<file path="src/rtl/core/rwha_pkg.sv">
`timescale 1ns / 1ps
// ----------------------------------------------------------------------------
// Ring wave height accumulator package
// Map geometry, fixed-point constants, controller states, datapath operations
// and the constant-divisor helper used by the exponential recurrence.
// ----------------------------------------------------------------------------
package rwha_pkg;

    localparam int unsigned MAP_WIDTH  = 64;
    localparam int unsigned MAP_HEIGHT = 64;
    localparam int unsigned MAP_SIZE   = MAP_WIDTH * MAP_HEIGHT;
    localparam int unsigned ADDR_W     = $clog2(MAP_SIZE);
    localparam int unsigned X_W        = $clog2(MAP_WIDTH);
    localparam int unsigned Y_W        = $clog2(MAP_HEIGHT);
    localparam int unsigned RU_W       = X_W + 1;
    localparam int unsigned RV_W       = Y_W + 1;

    localparam int unsigned ONE_Q16    = 65536;
    localparam int unsigned FULL_SCALE = 32768;
    localparam int unsigned SIN_A      = 102944;
    localparam int unsigned SIN_B      = 42047;
    localparam int unsigned SIN_C      = 4640;
    localparam int unsigned LOG2E_Q16  = 94548;
    localparam int unsigned LN2_Q16    = 45426;

    // Texel coordinate steps: u(x) = round(x * 65536 / (MAP_WIDTH - 1)).
    localparam int unsigned U_STEP_Q = ONE_Q16 / (MAP_WIDTH - 1);
    localparam int unsigned U_STEP_R = ONE_Q16 % (MAP_WIDTH - 1);
    localparam int unsigned U_R0     = (MAP_WIDTH - 1) / 2;
    localparam int unsigned V_STEP_Q = ONE_Q16 / (MAP_HEIGHT - 1);
    localparam int unsigned V_STEP_R = ONE_Q16 % (MAP_HEIGHT - 1);
    localparam int unsigned V_R0     = (MAP_HEIGHT - 1) / 2;

    localparam int unsigned SQRT_STEPS = 17;
    localparam int unsigned CNT_W      = $clog2(SQRT_STEPS);
    localparam int unsigned EXP_TERMS  = 5;

    typedef enum logic [4:0] {
        ST_CLR, ST_IDLE, ST_RD, ST_RD_OUT, ST_DU, ST_SQ1, ST_SQ2, ST_SQRT,
        ST_PH, ST_X2, ST_IN, ST_PO, ST_MG, ST_S, ST_SS, ST_S3, ST_EM, ST_ED,
        ST_AT, ST_TERM, ST_WR
    } t_state;

    typedef enum logic [4:0] {
        OP_NONE, OP_CLR, OP_LOAD, OP_RD, OP_RDOUT, OP_DU, OP_SQ1, OP_SQ2,
        OP_SQRT, OP_PH, OP_X2, OP_IN, OP_PO, OP_MG, OP_S, OP_SS, OP_S3,
        OP_EM, OP_ED, OP_AT, OP_TERM, OP_WR
    } t_op;

    typedef struct packed {
        t_op        op;
        logic [2:0] k;
    } t_dp_cmd;

    typedef struct packed {
        logic last_texel;
    } t_dp_sts;

    // Division by a small constant through reciprocal multiplication; exact
    // for every 16-bit dividend.
    function automatic logic [15:0] div_k(input logic [15:0] v, input logic [2:0] k);
        logic [31:0] m3;
        logic [33:0] m5;
        m3 = 32'(v) * 32'd43691;
        m5 = 34'(v) * 34'd52429;
        case (k)
            3'd1:    div_k = v;
            3'd2:    div_k = v >> 1;
            3'd3:    div_k = 16'(m3[31:17]);
            3'd4:    div_k = v >> 2;
            3'd5:    div_k = m5[33:18];
            default: div_k = v;
        endcase
    endfunction

endpackage

</file>
<file path="src/rtl/core/rwha_ctrl.sv">
`timescale 1ns / 1ps
// ----------------------------------------------------------------------------
// Ring wave controller
// Sequences the clearing sweep, texel reads and the per-texel wave steps.
// ----------------------------------------------------------------------------
module rwha_ctrl (
    input  logic             i_clk,
    input  logic             i_rst_n,
    input  logic             i_in_valid,
    input  logic             i_in_command,
    input  logic             i_out_ready,
    input  rwha_pkg::t_dp_sts i_sts,
    output logic             o_in_ready,
    output logic             o_out_valid,
    output rwha_pkg::t_dp_cmd o_cmd,
    output rwha_pkg::t_state  o_state
);
    import rwha_pkg::*;

    t_state             r_state, n_state;
    logic [CNT_W-1:0]   r_cnt, n_cnt;
    logic [2:0]         r_k, n_k;
    logic               r_out_valid, n_out_valid;

    always_ff @(posedge i_clk) begin
        if (!i_rst_n) begin
            r_state     <= ST_CLR;
            r_cnt       <= '0;
            r_k         <= '0;
            r_out_valid <= 1'b0;
        end else begin
            r_state     <= n_state;
            r_cnt       <= n_cnt;
            r_k         <= n_k;
            r_out_valid <= n_out_valid;
        end
    end

    always_comb begin
        n_state     = r_state;
        n_cnt       = r_cnt;
        n_k         = r_k;
        n_out_valid = r_out_valid && !i_out_ready;
        o_cmd.op    = OP_NONE;
        o_cmd.k     = r_k;
        case (r_state)
            ST_CLR: begin
                o_cmd.op = OP_CLR;
                if (i_sts.last_texel) n_state = ST_IDLE;
            end
            ST_IDLE: begin
                if (i_in_valid) begin
                    o_cmd.op = OP_LOAD;
                    n_state  = i_in_command ? ST_RD : ST_DU;
                end
            end
            ST_RD: begin
                o_cmd.op = OP_RD;
                n_state  = ST_RD_OUT;
            end
            ST_RD_OUT: begin
                if (!r_out_valid || i_out_ready) begin
                    o_cmd.op    = OP_RDOUT;
                    n_out_valid = 1'b1;
                    n_state     = ST_IDLE;
                end
            end
            ST_DU: begin
                o_cmd.op = OP_DU;
                n_state  = ST_SQ1;
            end
            ST_SQ1: begin
                o_cmd.op = OP_SQ1;
                n_state  = ST_SQ2;
            end
            ST_SQ2: begin
                o_cmd.op = OP_SQ2;
                n_cnt    = CNT_W'(SQRT_STEPS - 1);
                n_state  = ST_SQRT;
            end
            ST_SQRT: begin
                o_cmd.op = OP_SQRT;
                if (r_cnt == '0) n_state = ST_PH;
                else             n_cnt   = r_cnt - 1'b1;
            end
            ST_PH: begin
                o_cmd.op = OP_PH;
                n_state  = ST_X2;
            end
            ST_X2: begin
                o_cmd.op = OP_X2;
                n_state  = ST_IN;
            end
            ST_IN: begin
                o_cmd.op = OP_IN;
                n_state  = ST_PO;
            end
            ST_PO: begin
                o_cmd.op = OP_PO;
                n_state  = ST_MG;
            end
            ST_MG: begin
                o_cmd.op = OP_MG;
                n_state  = ST_S;
            end
            ST_S: begin
                o_cmd.op = OP_S;
                n_state  = ST_SS;
            end
            ST_SS: begin
                o_cmd.op = OP_SS;
                n_state  = ST_S3;
            end
            ST_S3: begin
                o_cmd.op = OP_S3;
                n_k      = 3'(EXP_TERMS);
                n_state  = ST_EM;
            end
            ST_EM: begin
                o_cmd.op = OP_EM;
                n_state  = ST_ED;
            end
            ST_ED: begin
                o_cmd.op = OP_ED;
                if (r_k == 3'd1) begin
                    n_state = ST_AT;
                end else begin
                    n_k     = r_k - 1'b1;
                    n_state = ST_EM;
                end
            end
            ST_AT: begin
                o_cmd.op = OP_AT;
                n_state  = ST_TERM;
            end
            ST_TERM: begin
                o_cmd.op = OP_TERM;
                n_state  = ST_WR;
            end
            ST_WR: begin
                o_cmd.op = OP_WR;
                n_state  = i_sts.last_texel ? ST_IDLE : ST_DU;
            end
            default: n_state = ST_IDLE;
        endcase
    end

    assign o_in_ready  = (r_state == ST_IDLE);
    assign o_out_valid = r_out_valid;
    assign o_state     = r_state;

endmodule

</file>
<file path="config.mk">
export PLATFORM = sky130hd
export DESIGN_NAME = rwha_ctrl
export DESIGN_NICKNAME = d
export VERILOG_FILES = /design/src/rtl/core/rwha_pkg.sv /design/src/rtl/core/rwha_ctrl.sv
export SDC_FILE = /design/constraint.sdc
export NUM_CORES = 1
export LEC_CHECK = 0
export BUFFER_PORTS_ARGS = -buffer_cell sky130_fd_sc_hd__buf_2
export CAP_MARGIN = 20
export CORE_ASPECT_RATIO = 1.4
export CORE_UTILIZATION = 48
export DETAILED_ROUTE_END_ITERATION = 12
export MAX_ROUTING_LAYER = met4
export PLACE_DENSITY = 0.74
export SLEW_MARGIN = 20
export SYNTH_ARGS = -nofsm -noshare
export SYNTH_HDL_FRONTEND = slang
export SYNTH_SLANG_ARGS = --single-unit
</file>
<file path="constraint.sdc">
create_clock -name i_clk -period 1.7 [get_ports i_clk]
set_clock_uncertainty 0.15 [all_clocks]
set_input_delay 0.17 -clock i_clk [delete_from_list [all_inputs] [get_ports i_clk]]
set_output_delay 0.17 -clock i_clk [all_outputs]
set_load 0.005 [all_outputs]
</file>
==> impl_metrics.py, run 1 <==
metrics = {
    "worst_setup_path": {
        "worstPathArrival_ns": 1.88,
        "crit_path_end_kind": "flip-flop",
        "crit_fanout": 8,
        "path_common_cell": "nor4_4",
        "crit_path_start_kind": "flip-flop",
        "critPathKind": "reg2reg",
        "critPathMaxStageDelay_ns": 0.43,
        "crit_slowest_cell": "or3_4",
        "required_ns": 1.74,
        "path_cells": "or3_4 -> buf_4 -> nor4_4 -> nor4_4 -> o21a_1",
    },
    "flow_run": {
        "drv_cap": 0,
    },
    "synth": {
        "ys.warnings.count": 0,
        "avgSynthCellArea_um2": 7.975,
        "ys_top_cells_by_area": "dfxtp_1 29%, a21oi_1 5.6%, nor4_1 5.1%, ha_1 3.8%, nand2b_1 3.8%",
        "yosysSeqAreaShare_pct": 28.57,
        "synth_flop_cell": "dfxtp_1",
        "synth_area_leader_cell": "dfxtp_1",
        "synth_edf_count": 0,
        "syn_area_um2": 980.9,
        "async_reset_ff_share_pct": 0,
        "synthCells": 123,
        "ys_ff_latch": 14,
        "synth_fp_nets": 132,
        "synth_cell_types": 43,
        "synth_top_area_share_pct": 28.57,
    },
    "placed_design": {
        "gp_congestion": 1.006,
        "postPlaceCellArea_um2": 1321,
        "dp_hpwl_um": 2178,
        "dpl.cell_count": 188,
        "numPortBuffers": 20,
        "dp_slack_ns": -0.1899,
    },
    "timing": {
        "slew_headroom_pct": 73.33,
        "period_minus_slack_ns": 1.841,
        "finalSetupViolations": 9,
        "hold_violations": 0,
        "worst_slack_ns": -0.1412,
        "final_max_slew_viol_count": 0,
        "rsz0062_at_grt": "yes",
        "max_freq_mhz": 543.1,
        "period_share_pct": 108.3,
        "tightest_slew_ns": 0.3971,
    },
    "detailed_routing": {
        "initialDrtViolationCount": 47,
        "drtAntennaViolNets": 0,
        "routed_wirelength_um": 4009,
        "viasPerCell": 6.340,
        "firstDrtPassIters": 4,
        "num_vias": 1287,
        "drc_errors": 0,
        "wl_per_cell_um": 19.75,
    },
    "run_status": {
        "run_status": "complete, but fails checks",
        "violations": "setup timing",
    },
    "floorplanning": {
        "die_y_um": 55.49,
        "row_count": 19,
        "die_area_um2": 2231,
        "die_x_um": 40.21,
        "start_util_pct": 50.32,
        "core_um2": 1949,
        "io_pins": 21,
    },
    "grt": {
        "grt_pass1_wl_um": 5292,
        "gr-total-overflow": 0,
        "track_usage_pct": 34.42,
        "grt_pass1_vias": 1174,
        "antenna_found_initial": 0,
        "grt_max_degree": 10,
    },
    "clock_network": {
        "cts_inserted_buffers": 3,
        "cts_tree": "done",
        "cts_root_buf": "clkbuf_4",
        "cts-htree-levels": 1,
        "clk_path_buf_depth": 2,
        "cts.sinks": 14,
        "clock_latency_ns": 0.29,
        "clkSlewWorstSetupHoldPaths_ns": 0.08,
    },
    "power": {
        "design_power_total_w": 0.001230,
        "leakage_nw": 0.7025,
        "ir_drop_mv": 0.6823,
        "power_density_nw_per_um2": 730.1,
    },
    "cells_and_area": {
        "final_common_cell": "buf_4",
        "nNetsFinal": 193,
        "area.growth.synth_to_final_pct": 71.68,
        "final_cell_mix": "33 x buf_4, 20 x buf_2, 11 x buf_6, 9 x nor2_1, 9 x a21oi_1",
        "stdcell_count": 203,
        "final_cell_area_um2": 1684,
        "diodes": 0,
        "fillers": 104,
        "drive_gt1_share_pct": 59.34,
    },
    "min_path": {
        "hold_class": "in2reg",
    },
}
[worst paths after layout]
path	slack [ns]	startpoint	depth (start not counted)	endpoint
worst max register to register	-0.14	o_state[2]$_SDFFE_PN0P_	5	o_state[2]$_SDFFE_PN0P_
worst min register to register	0.37	r_cnt[4]$_SDFFE_PN0P_	2	r_cnt[4]$_SDFFE_PN0P_
worst max-delay path	-0.14	o_state[2]$_SDFFE_PN0P_	5	o_state[2]$_SDFFE_PN0P_
worst min-delay path	0.08	i_rst_n	3	r_cnt[3]$_SDFFE_PN0P_
[routing by layer]
metal / wire [µm] / up-vias / track usage, % / part of all wire [%]
li1: - / 584 / - / -
met5: 0 / - / - / 0
met4: 265 / 0 / 16.67 / 6.6
met1: 1488 / 626 / 38.36 / 37
met3: 157 / 26 / 6.426 / 3.9
met2: 2097 / 51 / 55.53 / 52
[state kept, by name (all words and copies together), names as in the netlist]
| register | flops |
|---|---|
| o_out_valid | 1 |
| r_cnt | 5 |
| r_k | 3 |
| o_state | 5 |
[area by class of cell]
type                            instances  area, µm²  area share (%)
Tap cell                               21      26.28           1.560
Clock buffer                            3      22.52           1.337
Timing Repair Buffer                   64      471.7           28.01
Inverter                                9      37.54           2.229
Sequential cell                        14      300.3           17.83
Multi-Input combinational cell         92      825.8           49.03
[synth_stat cells (2+ instances only)]
library cell and n:
nand3_1 3, o21ai_0 5, nand4b_1 2, nor3_2 2, o31ai_1 2, or3_1 4, or2_2 2, nor3_1 3
nand2_1 3, a21oi_1 11, a21boi_0 2, buf_2 2, or4b_2 2, a211oi_1 4, inv_1 9, ha_1 3
nor4_1 8, nand2b_1 6, nor2_1 10, clkbuf_1 4, dfxtp_1 14
[cells by family (layout without fill, tap and decap cells)]
group	Yosys count	count (layout)	share of synthesized area, %
buffers and inverters	17	76	7.524
AND/OR/NAND/NOR	52	52	33.80
multiplexers	1	1	1.020
AO/OA/AOI/OAI	35	35	24.36
adder cells (fa/ha/maj)	3	3	3.827
flip-flops	14	14	28.57
XOR/XNOR	1	1	0.8930
[what timing repair did]
action                                  4_1_cts  5_1_grt
gates resized for setup                      28       31
endpoints found under the setup margin       14       16
pin swaps                                     6       14
hold buffers                                  0        0
buffers inserted                              4       10
cloned                                        0        0
[where the power goes]
group          total (W)  leakage [nW]  internal, W  switching (W)
logic           0.000634         0.571     0.000330       0.000304
registers       0.000393         0.117     0.000349      0.0000440
clock network   0.000203        0.0138    0.0000826       0.000120
total            0.00123         0.703     0.000761       0.000468
[worst max-delay path, delay by kind of cell, from the launching register on]
family	cells	cell delay, ns
AOI/OAI and AO/OA	1	0.19
buffers and inverters	1	0.16
DFF	1	0.38
and+or+nand+nor	3	0.84
[stage by stage]
step | hold WS, ns | setup TNS [ns] | utilization [%]
6_report | 0.08163 | -0.7450 | 86.39
5_1_grt | 0.1130 | -1.265 | 86.39
4_1_cts | 0.07166 | -0.08483 | 76.38
3_5_place_dp | 0.3299 | -0.8722 | 67.78
3_3_place_gp | 0.3294 | -0.4096 | 67.78
2_1_floorplan | 0.1528 | 0 | -
Note: power is estimated with default switching activity, not from simulation.
==> run 2: changes to the inputs <==
- ABC_AREA: unset -> 1
==> impl_metrics.py, run 2 <==
metrics = {
    "timing": {
        "final_max_slew_viol_count": 0,
        "hold_violations": 0,
        "slew_headroom_pct": 81.45,
        "period_share_pct": 106.0,
        "rsz0062_at_grt": "yes",
        "worst_slack_ns": -0.1012,
        "max_freq_mhz": 555.2,
        "whs_ns": 0.03804,
        "finalSetupViolations": 4,
        "tightest_slew_ns": 0.2780,
        "period_minus_slack_ns": 1.801,
    },
    "clock_network": {
        "clkSlewWorstSetupHoldPaths_ns": 0.09,
        "clk_path_buf_depth": 2,
        "cts_root_buf": "clkbuf_4",
        "cts-htree-levels": 1,
        "clock_latency_ns": 0.29,
        "cts_hold_buf": 0,
        "cts_tree": "done",
        "cts.sinks": 14,
        "cts_inserted_buffers": 3,
    },
    "cells_and_area": {
        "final_core_util_pct": 70.28,
        "fillers": 166,
        "multi_input_area_um2": 770.7,
        "diodes": 0,
        "seqCellArea_um2": 299.0,
        "stdcell_count": 222,
        "drive_gt1_share_pct": 43.28,
        "area.growth.synth_to_final_pct": 34.16,
        "final_cell_mix": "28 x nand2_1, 20 x buf_2, 17 x inv_1, 15 x nor2_1, 13 x nand3_1",
        "final_common_cell": "nand2_1",
        "nNetsFinal": 211,
    },
    "power": {
        "power.share.sequential_pct": 28.5,
        "switching_share_pct": 46.42,
        "power_switching_w": 0.0007377,
        "clkPwrFrac_pct": 15.7,
        "combPwrFrac_pct": 55.7,
        "ir_drop_mv": 0.8533,
        "internal-power_w": 0.0008515,
        "power_density_nw_per_um2": 1119,
        "leakage_nw": 0.7205,
    },
    "worst_setup_path": {
        "critPathKind": "reg2out",
        "worstPathArrival_ns": 1.48,
        "crit_fanout": 7,
        "crit_path_start_kind": "flip-flop",
        "r2r_slack_ns": 0.05,
        "required_ns": 1.38,
        "crit_start": "o_state[0]$_SDFFE_PN0P_",
        "crit_path_end_kind": "primary output",
        "regToRegStartpoint": "o_state[0]$_SDFFE_PN0P_",
    },
    "synth": {
        "synth_flop_cell": "dfxtp_1",
        "synthSimpleGateAreaFrac_pct": 46.81,
        "synth-xor-area-share_pct": 0,
        "ys_top_cells_by_area": "dfxtp_1 26%, nand2_1 11%, nand3_1 8.0%, nor2_1 7.1%, inv_1 6.7%",
        "syn_area_um2": 1059,
        "synth_compound_area_share_pct": 13.48,
        "async_reset_ff_share_pct": 0,
        "ys_ff_latch": 14,
        "synth_fp_nets": 175,
        "synth_most_common_cell": "nand2_1",
        "synthCells": 166,
        "synthMuxAreaShare_pct": 0,
        "ys.warnings.count": 0,
        "ys_top_cells_by_count": "30 x nand2_1, 20 x nor2_1, 19 x inv_1, 17 x nand3_1, 14 x dfxtp_1",
        "synth_fa_ha_area_share_pct": 3.546,
        "synth_cell_types": 27,
        "synth_edf_count": 0,
        "avgSynthCellArea_um2": 6.377,
        "synth_top_family_by_area": "simple AND/OR/NAND/NOR gates",
        "yosysSeqAreaShare_pct": 26.48,
        "synth_area_leader_cell": "dfxtp_1",
        "synth_top_area_share_pct": 26.48,
    },
    "placed_design": {
        "gp_congestion": 0.9040,
        "dpl.cell_count": 208,
        "dp_hpwl_um": 2228,
        "dp_slack_ns": 0.007015,
        "numPortBuffers": 20,
    },
    "floorplanning": {
        "die_area_um2": 2400,
        "row_count": 19,
        "die_y_um": 57.57,
        "die_x_um": 41.69,
        "io_pins": 21,
        "core_um2": 2021,
        "start_util_pct": 52.38,
    },
    "detailed_routing": {
        "num_vias": 1267,
        "initialDrtViolationCount": 44,
        "firstDrtPassIters": 4,
        "wl_per_cell_um": 14.14,
        "drtAntennaViolNets": 0,
        "drc_errors": 0,
        "routed_wirelength_um": 3139,
        "viasPerCell": 5.707,
    },
    "run_status": {
        "violations": "setup timing",
        "run_status": "complete, but fails checks",
    },
    "min_path": {
        "hold_class": "in2reg",
        "hp-start": "i_rst_n",
    },
    "grt": {
        "grt_pass1_vias": 1224,
        "grt_max_degree": 11,
        "antenna_found_initial": 0,
        "gr-total-overflow": 0,
        "track_usage_pct": 27.83,
        "grt_pass1_wl_um": 4940,
    },
    "flow_run": {
        "drv_cap": 0,
    },
}
-- run 2: cell count changes after synthesis, moves of 5 or more --
cell	before	now
nand2_1	3	30
nand3_1	3	17
inv_1	9	19
nor2_1	10	20
nor4_1	8	0
inv_2	0	7
nand2b_1	6	0
nor2_2	0	6
o21ai_1	0	5
-- run 2: stage by stage --
step | TNS [ns] | area [µm²] | power (W)
after floorplan | 0 | 1059 | 0.0009256
after global placement | -0.008368 | 1192 | 0.001137
after detailed placement | 0 | 1192 | 0.001137
after CTS | -0.1200 | 1356 | 0.001512
after global routing | -0.5855 | 1420 | 0.001682
final | -0.2119 | 1420 | 0.001589
-- run 2: cell type report --
| cell class | instances | share of cell area [%] |
|---|---|---|
| multi-input combinational | 125 | 54.27 |
| sequential | 14 | 21.06 |
| timing repair buffer | 31 | 12.86 |
| inverter | 27 | 7.401 |
| clock buffer | 4 | 2.555 |
| tap | 21 | 1.850 |
-- run 2: per-layer routing --
| layer | track usage [%] | part of all wire (%) |
|---|---|---|
| met1 | 28.02 | 37 |
| met2 | 46.21 | 50 |
| met3 | 2.215 | 5.4 |
| met4 | 26.73 | 8.1 |
| met5 | - | 0 |
-- run 2: power groups by stage --
stage	Combinational, W	Clock [W]	Sequential (W)
after floorplan	0.000504	0	0.000422
after global placement	0.000715	0	0.000422
after CTS	0.000822	0.000250	0.000440
final	0.000885	0.000250	0.000454
after detailed placement	0.000711	0	0.000426
after global routing	0.000957	0.000265	0.000460
-- run 2: final timing paths --
check / to / cells past startpoint
setup / recovery: o_cmd[6] / 7
setup reg to reg: o_state[2]$_SDFFE_PN0P_ / 10
hold / removal: r_k[0]$_SDFFE_PN0P_ / 3
hold reg to reg: r_cnt[4]$_SDFFE_PN0P_ / 2
-- run 2: logic make-up after synthesis --
| kind of cell | Yosys count |
|---|---|
| flip-flops | 14 |
| adder cells (fa/ha/maj) | 3 |
| buffers and inverters | 27 |
| AND/OR/NAND/NOR | 96 |
| AO/OA/AOI/OAI | 26 |
-- run 2: timing repair --
action,in CTS,in global routing
setup buffers,8,2
pin swaps,4,5
endpoints found under the setup margin,5,8
gates resized for setup,23,12
hold endpoints to repair,0,0
-- run 2: critical path: stages (launching register included) --
cell	delay (ns)
dfxtp_4	0.39
nor2_4	0.17
inv_2	0.08
nand2_2	0.10
nor2_2	0.06
nor3_2	0.19
inv_1	0.07
buf_2	0.13
